<file path="config.mk">
export PLATFORM = sky130hd
export DESIGN_NAME = tklt_ctrl
export DESIGN_NICKNAME = d
export VERILOG_FILES = /design/src/hdl/tklt_pkg.sv /design/src/hdl/tklt_ctrl.sv
export SDC_FILE = /design/constraint.sdc
export NUM_CORES = 1
export LEC_CHECK = 0
export BUFFER_PORTS_ARGS = -buffer_cell sky130_fd_sc_hd__buf_4
export CORE_AREA = 2 2 39 41
export CTS_CLUSTER_DIAMETER = 80
export DETAILED_ROUTE_END_ITERATION = 8
export DIE_AREA = 0 0 41 43
export PLACE_DENSITY = 0.39
export SLEW_MARGIN = 30
export SYNTH_ARGS = -nofsm -noshare
export SYNTH_HDL_FRONTEND = slang
export SYNTH_SLANG_ARGS = --single-unit
</file>
<file path="constraint.sdc">
create_clock -name clk -period 0.8 [get_ports clk]
set_input_delay 0 -clock clk [delete_from_list [all_inputs] [get_ports clk]]
set_output_delay 0 -clock clk [all_outputs]
set_load 0.02 [all_outputs]
</file>
<file path="src/hdl/tklt_pkg.sv">
// Shared types and constants for the two-key lookup table.
`timescale 1ns / 1ps

package tklt_pkg;

    // Default table depth
    localparam int DEPTH_DEF = 64;

    // Opcodes
    localparam logic [2:0] OP_ADD     = 3'd0;
    localparam logic [2:0] OP_DEL_ID  = 3'd1;
    localparam logic [2:0] OP_LK_ID   = 3'd2;
    localparam logic [2:0] OP_LK_FILE = 3'd3;
    localparam logic [2:0] OP_CLEAR   = 3'd4;

    // Result status codes
    localparam logic [1:0] ST_DONE = 2'd0;
    localparam logic [1:0] ST_MISS = 2'd1;
    localparam logic [1:0] ST_FULL = 2'd2;

    // One stored table entry
    typedef struct packed {
        logic [31:0] id;
        logic [31:0] file;
        logic [31:0] handle;
    } entry_t;

    // Controller states
    typedef enum logic {
        S_IDLE,
        S_EXEC
    } state_t;

    // Controller to datapath commands
    typedef struct packed {
        logic       load;       // capture a new request, restart the scan
        logic       scan;       // issue the next table read
        logic       finish;     // register the result
        logic [1:0] status;     // result status on finish
        logic       found;      // return the handle of the hit entry
        logic       wr_en;      // write the table
        logic       wr_append;  // write at the fill count and grow it
        logic       cnt_clr;    // empty the table
    } cmd_t;

    // Datapath to controller status
    typedef struct packed {
        logic [2:0] op;         // opcode of the request under way
        logic       hit;        // entry under compare matches
        logic       exhausted;  // every used entry compared without a hit
        logic       full;       // fill count at the table depth
    } stat_t;

endpackage

</file>
<file path="src/hdl/tklt_ctrl.sv">
// Controller state machine: sequences one request through the table scan.
`timescale 1ns / 1ps

module tklt_ctrl
    import tklt_pkg::*;
(
    input  logic  clk,
    input  logic  rst_n,
    input  logic  start,
    output logic  busy,
    input  stat_t stat,
    output cmd_t  cmd
);

    state_t state_reg, state_next;

    // State register
    always_ff @(posedge clk or negedge rst_n)
    begin
        if (!rst_n)
        begin
            state_reg <= S_IDLE;
        end
        else
        begin
            state_reg <= state_next;
        end
    end

    // Next state
    always_comb
    begin
        state_next = state_reg;
        case (state_reg)
            S_IDLE:
            begin
                if (start)
                begin
                    state_next = S_EXEC;
                end
            end
            S_EXEC:
            begin
                if (cmd.finish)
                begin
                    state_next = S_IDLE;
                end
            end
            default:
            begin
                state_next = S_IDLE;
            end
        endcase
    end

    // Outputs
    always_comb
    begin
        cmd    = '0;
        busy   = 1'b0;
        case (state_reg)
            S_IDLE:
            begin
                cmd.load = start;
            end
            S_EXEC:
            begin
                busy     = 1'b1;
                cmd.scan = 1'b1;
                case (stat.op)
                    OP_ADD:
                    begin
                        // reuse a free slot, else append unless full
                        if (stat.hit)
                        begin
                            cmd.finish = 1'b1;
                            cmd.wr_en  = 1'b1;
                        end
                        else if (stat.exhausted)
                        begin
                            cmd.finish = 1'b1;
                            if (stat.full)
                            begin
                                cmd.status = ST_FULL;
                            end
                            else
                            begin
                                cmd.wr_en     = 1'b1;
                                cmd.wr_append = 1'b1;
                            end
                        end
                    end
                    OP_DEL_ID:
                    begin
                        if (stat.hit)
                        begin
                            cmd.finish = 1'b1;
                            cmd.wr_en  = 1'b1;
                        end
                        else if (stat.exhausted)
                        begin
                            cmd.finish = 1'b1;
                            cmd.status = ST_MISS;
                        end
                    end
                    OP_LK_ID, OP_LK_FILE:
                    begin
                        if (stat.hit)
                        begin
                            cmd.finish = 1'b1;
                            cmd.found  = 1'b1;
                        end
                        else if (stat.exhausted)
                        begin
                            cmd.finish = 1'b1;
                            cmd.status = ST_MISS;
                        end
                    end
                    OP_CLEAR:
                    begin
                        cmd.finish  = 1'b1;
                        cmd.cnt_clr = 1'b1;
                    end
                    default:
                    begin
                        // undefined opcode: no effect, plain done
                        cmd.finish = 1'b1;
                    end
                endcase
            end
            default:
            begin
                cmd = '0;
            end
        endcase
    end

    // A request is only taken while idle, and a finish always returns to idle
    a_load_idle: assert property (@(posedge clk) disable iff (!rst_n)
        cmd.load |-> (state_reg == S_IDLE))
        else $error("request taken while busy");
    a_finish_idle: assert property (@(posedge clk) disable iff (!rst_n)
        cmd.finish |=> (state_reg == S_IDLE) && !busy)
        else $error("controller did not return to idle after finish");
    a_no_write_lookup: assert property (@(posedge clk) disable iff (!rst_n)
        cmd.wr_en |-> (stat.op == OP_ADD || stat.op == OP_DEL_ID))
        else $error("table write on a request that must not write");

endmodule

</file>
==> flow_summary.html, run 1 <==
<table>
<tr><th>Metric</th><th>Value</th></tr>
<tr><th colspan="2">Placed design</th></tr>
<tr><td>Placed insts</td><td>53</td></tr>
<tr><td>Routability congestion estimate</td><td>0.560</td></tr>
<tr><td>Placed wire-length estimate</td><td>517 µm</td></tr>
<tr><td>Quantity of I/O buffers inserted on ports</td><td>18</td></tr>
<tr><td>Post-detailed-placement cell area</td><td>367 µm²</td></tr>
<tr><th colspan="2">Timing</th></tr>
<tr><td>Number of max-slew violations in the final report</td><td>0</td></tr>
<tr><td>Slew at the pin closest to its max-slew limit</td><td>0.351 ns</td></tr>
<tr><td>Normalized max-slew margin</td><td>76.5%</td></tr>
<tr><td>Minimum period implied by the final worst setup slack</td><td>0.949 ns</td></tr>
<tr><td>PnR worst setup slack</td><td>-0.149 ns</td></tr>
<tr><td>Layout Skew</td><td>0 ns</td></tr>
<tr><td>Final cycle utilization of the critical path</td><td>119%</td></tr>
<tr><td>Achievable Freq</td><td>1050 MHz</td></tr>
<tr><td>Number of failing setup endpoints in the final timing report</td><td>9</td></tr>
<tr><td>Unrepaired setup endpoints after global routing</td><td>yes</td></tr>
<tr><td>Number of hold violations in the final report</td><td>0</td></tr>
<tr><th colspan="2">Synth</th></tr>
<tr><td>Gate count after technology mapping</td><td>16</td></tr>
<tr><td>Flip-flop and latch count after synthesis</td><td>1</td></tr>
<tr><td>Mux contribution to synthesized area</td><td>0%</td></tr>
<tr><td>Per-instance average area after synthesis</td><td>9.70 µm²</td></tr>
<tr><td>Dominant combinational cell family by area after synthesis</td><td>simple AND/OR/NAND/NOR gates</td></tr>
<tr><td>Number of unique standard cell types used by synthesis</td><td>13</td></tr>
<tr><td>Compound-Gate Fraction of Synth Area</td><td>9.68%</td></tr>
<tr><td>Synth Warn #</td><td>0</td></tr>
<tr><td>Xor/xnor cell area share of the yosys netlist</td><td>0%</td></tr>
<tr><td>Post-synthesis simple-gate area fraction</td><td>69.4%</td></tr>
<tr><td>Netlist area before placement</td><td>155 µm²</td></tr>
<tr><td>Synth Net Count</td><td>25</td></tr>
<tr><td>Adder and majority gate portion of the synthesized area</td><td>0%</td></tr>
<tr><td>Register area share after synthesis</td><td>16.1%</td></tr>
<tr><th colspan="2">Final layout</th></tr>
<tr><td>Flip-flop count of the largest register, all copies and words added</td><td>1</td></tr>
<tr><td>Area added between synthesis and finish</td><td>157%</td></tr>
<tr><td>Number of nets in the layout</td><td>49</td></tr>
<tr><td>Share of layout cells above drive strength 1</td><td>84.2%</td></tr>
<tr><td>Layout Cell Area excl Fill</td><td>399 µm²</td></tr>
<tr><td>Post-layout utilization of the core</td><td>28.8%</td></tr>
<tr><td>Final cell count without fillers</td><td>54</td></tr>
<tr><td>Count of antenna diodes in the layout</td><td>0</td></tr>
<tr><th colspan="2">Critical path</th></tr>
<tr><td>Category of the worst setup path launch point</td><td>register</td></tr>
<tr><td>Worst-path maximum fanout</td><td>4</td></tr>
<tr><td>Critical Path Slowest Stage Cell</td><td>sky130_fd_sc_hd__dfrtp_2</td></tr>
<tr><td>Combined buffer and inverter count along the critical path</td><td>1</td></tr>
<tr><td>Critical register-to-register path startpoint</td><td>state_reg</td></tr>
<tr><td>CP endpoint kind</td><td>primary output</td></tr>
<tr><td>Required time of the critical path</td><td>0.80 ns</td></tr>
<tr><td>Worst Setup SP</td><td>state_reg</td></tr>
<tr><td>Sequence of cells on the critical path</td><td>nand4bb_4 &gt; nor4b_4 &gt; buf_4</td></tr>
<tr><td>Endpoint arrival time on the critical path</td><td>0.95 ns</td></tr>
<tr><td>Kind of cell adding the most delay to the critical path</td><td>simple AND/OR/NAND/NOR gates</td></tr>
<tr><td>Delay of the slowest cell on the worst path</td><td>0.38 ns</td></tr>
<tr><td>Critical path start-end classification</td><td>register to primary output</td></tr>
<tr><td>FF-to-FF setup slack</td><td>-0.05 ns</td></tr>
<tr><th colspan="2">Routing</th></tr>
<tr><td>Number of routed nets with antenna violations</td><td>0</td></tr>
<tr><td>Met2 wire length</td><td>245 µm</td></tr>
<tr><td>Count of unresolved DRC violations after routing</td><td>0</td></tr>
<tr><td>Detail-routed net length per standard cell</td><td>10.6 µm</td></tr>
<tr><td>Highest layer used for signal routing</td><td>met3</td></tr>
<tr><td>Router iterations before antenna repair</td><td>1</td></tr>
<tr><td>Vias per std cell</td><td>3.93</td></tr>
<tr><td>Via Count</td><td>212</td></tr>
<tr><td>Count of routing violations after the opening detailed-route iteration</td><td>0</td></tr>
<tr><td>Routed Wire Length</td><td>571 µm</td></tr>
<tr><td>Wire length on met1</td><td>249 µm</td></tr>
<tr><td>Amount of wire on met3 after detailed routing</td><td>76 µm</td></tr>
<tr><th colspan="2">Power</th></tr>
<tr><td>Worst VDD drop</td><td>0.388 mV</td></tr>
<tr><td>Reported leakage power</td><td>0.188 nW</td></tr>
<tr><td>Power Dens Cells</td><td>664 nW/µm²</td></tr>
<tr><th colspan="2">Global route</th></tr>
<tr><td>Grt total ovfl</td><td>0</td></tr>
<tr><td>Pin count of the biggest net entering global routing</td><td>6</td></tr>
<tr><td>First-pass GRT wire length</td><td>717 µm</td></tr>
<tr><td>Initial antenna violation count</td><td>0</td></tr>
<tr><td>Vias in the first global route</td><td>185</td></tr>
<tr><td>Total routing resource utilization after global routing</td><td>5.41%</td></tr>
<tr><th colspan="2">Status</th></tr>
<tr><td>Outcome</td><td>finished, violations left</td></tr>
<tr><td>Violated checks</td><td>negative setup slack</td></tr>
<tr><th colspan="2">Floorplanning</th></tr>
<tr><td>Die width</td><td>41 µm</td></tr>
<tr><td>Y dimension of the die</td><td>43 µm</td></tr>
<tr><td>Die outline area</td><td>1760 µm²</td></tr>
<tr><td>Area of the core</td><td>1380 µm²</td></tr>
<tr><td>Initial cell density of the core</td><td>11.2%</td></tr>
<tr><td>FP Rows</td><td>14</td></tr>
<tr><td>Count of boundary I/O pins</td><td>19</td></tr>
<tr><th colspan="2">Worst hold path</th></tr>
<tr><td>Min-Delay Startpoint</td><td>stat[0]</td></tr>
<tr><td>Kind of path behind the tightest hold check</td><td>primary input to primary output</td></tr>
<tr><th colspan="2">CTS</th></tr>
<tr><td>Buffer count from post-CTS setup fixing</td><td>0</td></tr>
<tr><td>Worst skew pair latency</td><td>0 ns</td></tr>
<tr><td>Clock input transition at the sequential cells of the worst setup and hold paths</td><td>0 ns</td></tr>
<tr><th colspan="2">Job</th></tr>
<tr><td>Max_cap viols</td><td>0</td></tr>
</table>
-- worst paths after layout --
check                           cells after the start   endpoint
worst max-delay path                                3     cmd[5]
max in group asynchronous                           2  state_reg
worst min-delay path                                3     cmd[1]
worst max register to register                      3  state_reg
worst min register to register                      2  state_reg
min in group asynchronous                           2  state_reg
-- layer usage --
layer | track usage, % | vias to the layer above
met1 | 7.03 | 87
li1 | - | 106
met2 | 10.0 | 19
met4 | 0 | 0
met3 | 0 | 0
met5 | 0 | -
-- per-stage QoR --
stage	worst slack [ns]	hold WS, ns	setup TNS (ns)	total power, mW
floorplan	-0.247	-0.296	-0.862	0.142
global placement	-0.167	-0.223	-0.696	0.249
detailed placement	-0.198	-0.223	-0.797	0.250
CTS	-0.168	0.288	-0.761	0.268
global route	-0.226	0.298	-0.995	0.277
finish	-0.149	0.286	-0.695	0.265
-- synth_stat cells (all sizes together) --
cell type	n	area, µm²
and3	1	7.51
nand4bb	1	27.5
o21a	1	7.51
nor4	1	6.26
nor2b	2	12.5
dfrtp	1	25.0
nor4b	1	15.0
buf	1	7.51
and4b	1	11.3
a21o	1	7.51
nor2	2	7.51
nor3	1	5.00
nor3b	2	15.0
-- worst reg2reg max path, stage by stage (launching register included) --
cell                      delay, ns
sky130_fd_sc_hd__dfrtp_2       0.42
sky130_fd_sc_hd__buf_4         0.17
sky130_fd_sc_hd__nor2b_4       0.12
sky130_fd_sc_hd__a21o_1        0.09
-- where the power goes --
part | leakage, nW | switching, mW | internal, mW
clock network | 0 | 0 | 0
registers | 0.0112 | 0.00731 | 0.0571
logic | 0.177 | 0.0904 | 0.110
-- repair_timing --
action,CTS,global route
pin swaps,3,1
hold buffers,1,0
endpoints found under the setup margin,9,9
endpoints found under the hold margin,1,0
gates resized for setup,6,0
-- cells in the final DEF, fill, tap and decap left out --
master	synthesis	routed
sky130_fd_sc_hd__nor4_4	0	1
sky130_fd_sc_hd__o21a_2	0	1
sky130_fd_sc_hd__nor2b_2	0	1
sky130_fd_sc_hd__buf_4	1	18
sky130_fd_sc_hd__nor2_1	2	2
sky130_fd_sc_hd__nand4bb_4	1	1
sky130_fd_sc_hd__buf_6	0	4
sky130_fd_sc_hd__and4b_2	1	1
sky130_fd_sc_hd__a21o_1	1	1
sky130_fd_sc_hd__nor3_1	1	1
sky130_fd_sc_hd__nor4b_4	0	1
sky130_fd_sc_hd__nor3b_2	0	1
sky130_fd_sc_hd__nor2b_4	0	1
sky130_fd_sc_hd__and3_2	1	1
sky130_fd_sc_hd__dfrtp_2	0	1
sky130_fd_sc_hd__nor3b_1	2	1
sky130_fd_sc_hd__dlygate4sd3_1	0	1
-- cell type report --
type | count | area [µm²]
sequential | 1 | 26.3
multi-input combinational | 14 | 163
tap | 16 | 20.0
timing repair buffer | 23 | 190
fill | 139 | 985
-- logic make-up after synthesis --
family / Yosys count
and+or+nand+nor: 12
AOI/OAI and AO/OA: 2
DFF: 1
buffers and inverters: 1
(Power assumes the default switching activity.)
==> run 2, diff against run 1 <==
--- a/config.mk
+++ b/config.mk
@@ -5,12 +5,13 @@
 export SDC_FILE = /design/constraint.sdc
 export NUM_CORES = 1
 export LEC_CHECK = 0
+export ABC_AREA = 1
 export BUFFER_PORTS_ARGS = -buffer_cell sky130_fd_sc_hd__buf_4
 export CORE_AREA = 2 2 39 41
 export CTS_CLUSTER_DIAMETER = 80
 export DETAILED_ROUTE_END_ITERATION = 8
 export DIE_AREA = 0 0 41 43
-export PLACE_DENSITY = 0.39
+export PLACE_DENSITY = 0.4
 export SLEW_MARGIN = 30
 export SYNTH_ARGS = -nofsm -noshare
 export SYNTH_HDL_FRONTEND = slang
==> run 2 against run 1 <==
  * Largest power group unchanged
  * First-iteration DRC count up 5
  * Area after synthesis up 5.6%
  * The flow still finishes with violations (negative setup slack)
  * Sequential share of layout area down 0.58 points
  * Highest routed layer unchanged
  * Critical path depth up 2
  * Global-route usage up 1.1 points
  * Critical endpoint is now cmd[1]
==> flow_summary.html, run 2 <==
<table>
<tr><th>Metric</th><th>Value</th></tr>
<tr><th colspan="2">Floorplanning</th></tr>
<tr><td>Count of boundary I/O pins</td><td>19 (unchanged)</td></tr>
<tr><td>Area of the core</td><td>1380 µm² (unchanged)</td></tr>
<tr><td>FP Rows</td><td>14 (unchanged)</td></tr>
<tr><td>Initial cell density of the core</td><td>11.8% (+0.63 points)</td></tr>
<tr><td>Y dimension of the die</td><td>43 µm (unchanged)</td></tr>
<tr><td>Die outline area</td><td>1760 µm² (unchanged)</td></tr>
<tr><td>Die width</td><td>41 µm (unchanged)</td></tr>
<tr><th colspan="2">Critical path</th></tr>
<tr><td>Kind of cell adding the most delay to the critical path</td><td>simple AND/OR/NAND/NOR gates</td></tr>
<tr><td>Most numerous cell on the critical path</td><td>sky130_fd_sc_hd__nor2_4</td></tr>
<tr><td>Critical Path Slowest Stage Cell</td><td>sky130_fd_sc_hd__dfrtp_2</td></tr>
<tr><td>Required time of the critical path</td><td>0.80 ns (about the same)</td></tr>
<tr><td>Worst-path maximum fanout</td><td>5 (+1)</td></tr>
<tr><td>Category of the worst setup path launch point</td><td>register</td></tr>
<tr><td>Worst path depth</td><td>5 (+2)</td></tr>
<tr><td>Sequence of cells on the critical path</td><td>inv_2 &gt; nor2_4 &gt; nand3b_4 &gt; nor2_4 &gt; buf_6</td></tr>
<tr><td>Combined buffer and inverter count along the critical path</td><td>2 (+1)</td></tr>
<tr><td>Endpoint arrival time on the critical path</td><td>0.91 ns (-0.04 ns)</td></tr>
<tr><td>CP endpoint kind</td><td>primary output</td></tr>
<tr><td>Critical path start-end classification</td><td>register to primary output</td></tr>
<tr><td>Delay of the slowest cell on the worst path</td><td>0.34 ns (-0.04 ns)</td></tr>
<tr><td>Path depth of the worst reg2reg path</td><td>4 (+1)</td></tr>
<tr><th colspan="2">Final layout</th></tr>
<tr><td>Layout Cell Area excl Fill</td><td>438 µm² (+9.7%)</td></tr>
<tr><td>Post-layout utilization of the core</td><td>31.6% (+2.8 points)</td></tr>
<tr><td>Share of layout cells above drive strength 1</td><td>76.0% (-8.2 points)</td></tr>
<tr><td>Count of antenna diodes in the layout</td><td>0 (unchanged)</td></tr>
<tr><td>Final cell count without fillers</td><td>66 (+22%)</td></tr>
<tr><td>Most common library cell in the layout ignoring fill and taps</td><td>sky130_fd_sc_hd__buf_4</td></tr>
<tr><td>Fill cell instance count of the final layout</td><td>160 (+15%)</td></tr>
<tr><td>Area of the multi-input gates</td><td>175 µm² (+7.7%)</td></tr>
<tr><td>Commonest cells after routing, fill and taps aside</td><td>sky130_fd_sc_hd__buf_4 (17), sky130_fd_sc_hd__buf_6 (5), sky130_fd_sc_hd__nor2_4 (4)</td></tr>
<tr><td>Number of nets in the layout</td><td>61 (+24%)</td></tr>
<tr><td>Area added between synthesis and finish</td><td>167%</td></tr>
<tr><td>Flip-flop and latch area</td><td>26.3 µm² (unchanged)</td></tr>
<tr><td>Flip-flop count of the largest register, all copies and words added</td><td>1 (unchanged)</td></tr>
<tr><th colspan="2">CTS</th></tr>
<tr><td>Clock input transition at the sequential cells of the worst setup and hold paths</td><td>0 ns (unchanged)</td></tr>
<tr><td>Worst skew pair latency</td><td>0 ns (unchanged)</td></tr>
<tr><td>Buffer count from post-CTS setup fixing</td><td>0 (unchanged)</td></tr>
<tr><th colspan="2">Timing</th></tr>
<tr><td>Achievable Freq</td><td>1100 MHz (+4.3%)</td></tr>
<tr><td>Slew at the pin closest to its max-slew limit</td><td>0.196 ns (-0.154 ns)</td></tr>
<tr><td>Layout Skew</td><td>0 ns (unchanged)</td></tr>
<tr><td>Normalized max-slew margin</td><td>86.8% (+10 points)</td></tr>
<tr><td>Number of failing setup endpoints in the final timing report</td><td>8 (-1)</td></tr>
<tr><td>Worst hold slack after final layout</td><td>0.299 ns (+0.0136 ns)</td></tr>
<tr><td>PnR worst setup slack</td><td>-0.110 ns (+0.0388 ns)</td></tr>
<tr><td>Number of max-slew violations in the final report</td><td>0 (unchanged)</td></tr>
<tr><td>Number of hold violations in the final report</td><td>0 (unchanged)</td></tr>
<tr><td>Unrepaired setup endpoints after global routing</td><td>yes</td></tr>
<tr><td>Final cycle utilization of the critical path</td><td>114% (-4.9 points)</td></tr>
<tr><td>Minimum period implied by the final worst setup slack</td><td>0.910 ns (-0.0388 ns)</td></tr>
<tr><th colspan="2">Synth</th></tr>
<tr><td>Synth Net Count</td><td>37 (+48%)</td></tr>
<tr><td>Top flip-flop cell by instance count after synthesis</td><td>sky130_fd_sc_hd__dfrtp_1</td></tr>
<tr><td>List of most frequent post-synthesis cells</td><td>sky130_fd_sc_hd__nor2_1 (6), sky130_fd_sc_hd__nand3_1 (4), sky130_fd_sc_hd__inv_1 (3), sky130_fd_sc_hd__inv_2 (3), sky130_fd_sc_hd__nand2_1 (3)</td></tr>
<tr><td>Per-instance average area after synthesis</td><td>5.85 µm² (-40%)</td></tr>
<tr><td>Register area share after synthesis</td><td>15.3% (-0.86 points)</td></tr>
<tr><td>Dominant cells by area after synthesis</td><td>sky130_fd_sc_hd__dfrtp_1 (15%), sky130_fd_sc_hd__nor2_1 (14%), sky130_fd_sc_hd__nand3_1 (12%), sky130_fd_sc_hd__inv_1 (6.9%), sky130_fd_sc_hd__inv_2 (6.9%)</td></tr>
<tr><td>Netlist area before placement</td><td>164 µm² (+5.6%)</td></tr>
<tr><td>Number of enable-type register cells in the synthesized netlist</td><td>0 (unchanged)</td></tr>
<tr><td>Gate count after technology mapping</td><td>28 (+12)</td></tr>
<tr><td>Synth Warn #</td><td>0 (unchanged)</td></tr>
<tr><td>Share of Yosys cell area claimed by the top area cell type</td><td>15.3% (-2.5 points)</td></tr>
<tr><td>Asr flop ratio synth</td><td>100% (unchanged)</td></tr>
<tr><td>Most common cell in the synthesized netlist</td><td>sky130_fd_sc_hd__nor2_1</td></tr>
<tr><td>Number of unique standard cell types used by synthesis</td><td>14 (+1)</td></tr>
<tr><td>Synth area leader</td><td>sky130_fd_sc_hd__dfrtp_1</td></tr>
<tr><td>Flip-flop and latch count after synthesis</td><td>1 (unchanged)</td></tr>
<tr><th colspan="2">Job</th></tr>
<tr><td>Max_cap viols</td><td>0 (unchanged)</td></tr>
<tr><th colspan="2">Worst hold path</th></tr>
<tr><td>Kind of path behind the tightest hold check</td><td>primary input to register</td></tr>
<tr><td>WHS Path Cells</td><td>3 (unchanged)</td></tr>
<tr><th colspan="2">Global route</th></tr>
<tr><td>Total routing resource utilization after global routing</td><td>6.50% (+1.1 points)</td></tr>
<tr><td>Pin count of the biggest net entering global routing</td><td>7 (+1)</td></tr>
<tr><td>Initial antenna violation count</td><td>0 (unchanged)</td></tr>
<tr><td>First-pass GRT wire length</td><td>876 µm (+22%)</td></tr>
<tr><td>Grt total ovfl</td><td>0 (unchanged)</td></tr>
<tr><td>Vias in the first global route</td><td>213 (+15%)</td></tr>
<tr><th colspan="2">Power</th></tr>
<tr><td>Worst VDD drop</td><td>0.305 mV (-21%)</td></tr>
<tr><td>Reported leakage power</td><td>0.206 nW (+9.2%)</td></tr>
<tr><td>Power Dens Cells</td><td>638 nW/µm² (-3.9%)</td></tr>
<tr><td>Post-layout power</td><td>0.279 mW (+5.4%)</td></tr>
<tr><th colspan="2">Routing</th></tr>
<tr><td>Router iterations before antenna repair</td><td>4 (+3)</td></tr>
<tr><td>Count of unresolved DRC violations after routing</td><td>0 (unchanged)</td></tr>
<tr><td>Routed Wire Length</td><td>595 µm (+4.2%)</td></tr>
<tr><td>Number of routed nets with antenna violations</td><td>0 (unchanged)</td></tr>
<tr><td>Count of routing violations after the opening detailed-route iteration</td><td>5 (+5)</td></tr>
<tr><td>Detail-routed net length per standard cell</td><td>9.02 µm (-15%)</td></tr>
<tr><td>Via Count</td><td>259 (+22%)</td></tr>
<tr><td>Vias per std cell</td><td>3.92 (about the same)</td></tr>
<tr><th colspan="2">Placed design</th></tr>
<tr><td>Quantity of I/O buffers inserted on ports</td><td>18 (unchanged)</td></tr>
<tr><td>Placed insts</td><td>65 (+23%)</td></tr>
<tr><td>Routability congestion estimate</td><td>0.631 (+13%)</td></tr>
<tr><td>Placed wire-length estimate</td><td>479 µm (-7.5%)</td></tr>
<tr><td>Post-detailed-placement cell area</td><td>390 µm² (+6.5%)</td></tr>
<tr><th colspan="2">Status</th></tr>
<tr><td>Violated checks</td><td>negative setup slack</td></tr>
<tr><td>Outcome</td><td>finished, violations left</td></tr>
</table>
-- run 2: final timing paths --
check                             to  slack (ns)  startpoint
min in group asynchronous  state_reg        0.32       rst_n
setup reg to reg           state_reg       -0.04   state_reg
hold reg to reg            state_reg        0.60   state_reg
max in group asynchronous  state_reg        0.39       rst_n
hold / removal             state_reg        0.30       start
setup / recovery              cmd[1]       -0.11   state_reg
-- run 2: per-stage QoR --
step / setup WS, ns / setup TNS, ns
2_1_floorplan: -0.128 / -0.864
3_3_place_gp: -0.116 / -0.545
3_5_place_dp: -0.111 / -0.510
4_1_cts: -0.110 / -0.491
5_1_grt: -0.169 / -1.03
6_report: -0.110 / -0.594
-- run 2: worst reg2reg max path, cell delays in order (launching register included) --
cell	delay [ns]
sky130_fd_sc_hd__dfrtp_2	0.34
sky130_fd_sc_hd__inv_2	0.05
sky130_fd_sc_hd__nor2_4	0.19
sky130_fd_sc_hd__nand3_1	0.09
sky130_fd_sc_hd__o21ai_0	0.08
-- run 2: power by group --
part           switching [mW]  internal (mW)
clock network               0              0
registers             0.00278         0.0570
logic                   0.117          0.102
total                   0.120          0.159
-- run 2: logic make-up (layout without fill, tap and decap cells) --
logic type | count (synthesis) | in the layout | share of synthesized area [%]
simple gates | 17 | 17 | 54.2
buf+inv | 7 | 29 | 18.3
compound gates | 3 | 3 | 12.2
flops | 1 | 1 | 15.3
-- run 2: final cells by class --
class                   instances  area share, %
multi-input cells              20           40.0
flip-flops and latches          1           6.00
inverters                       6           5.14
well taps                      16           4.57
repair buffers                 23           44.3
-- run 2: timing repair --
action | 4_1_cts | 5_1_grt
setup endpoints to repair | 7 | 9
hold buffers | 1 | 0
resized for setup | 3 | 6
hold endpoints to repair | 1 | 0
pin swaps | 1 | 5
-- run 2: layer usage --
layer	up-vias	routed length (µm)	track usage [%]	part of all wire (%)
met5	-	0	0	0
met4	0	0	0	0
met3	0	45	0	7.6
met2	9	287	9.69	48
met1	117	261	10.8	44
li1	133	-	-	-
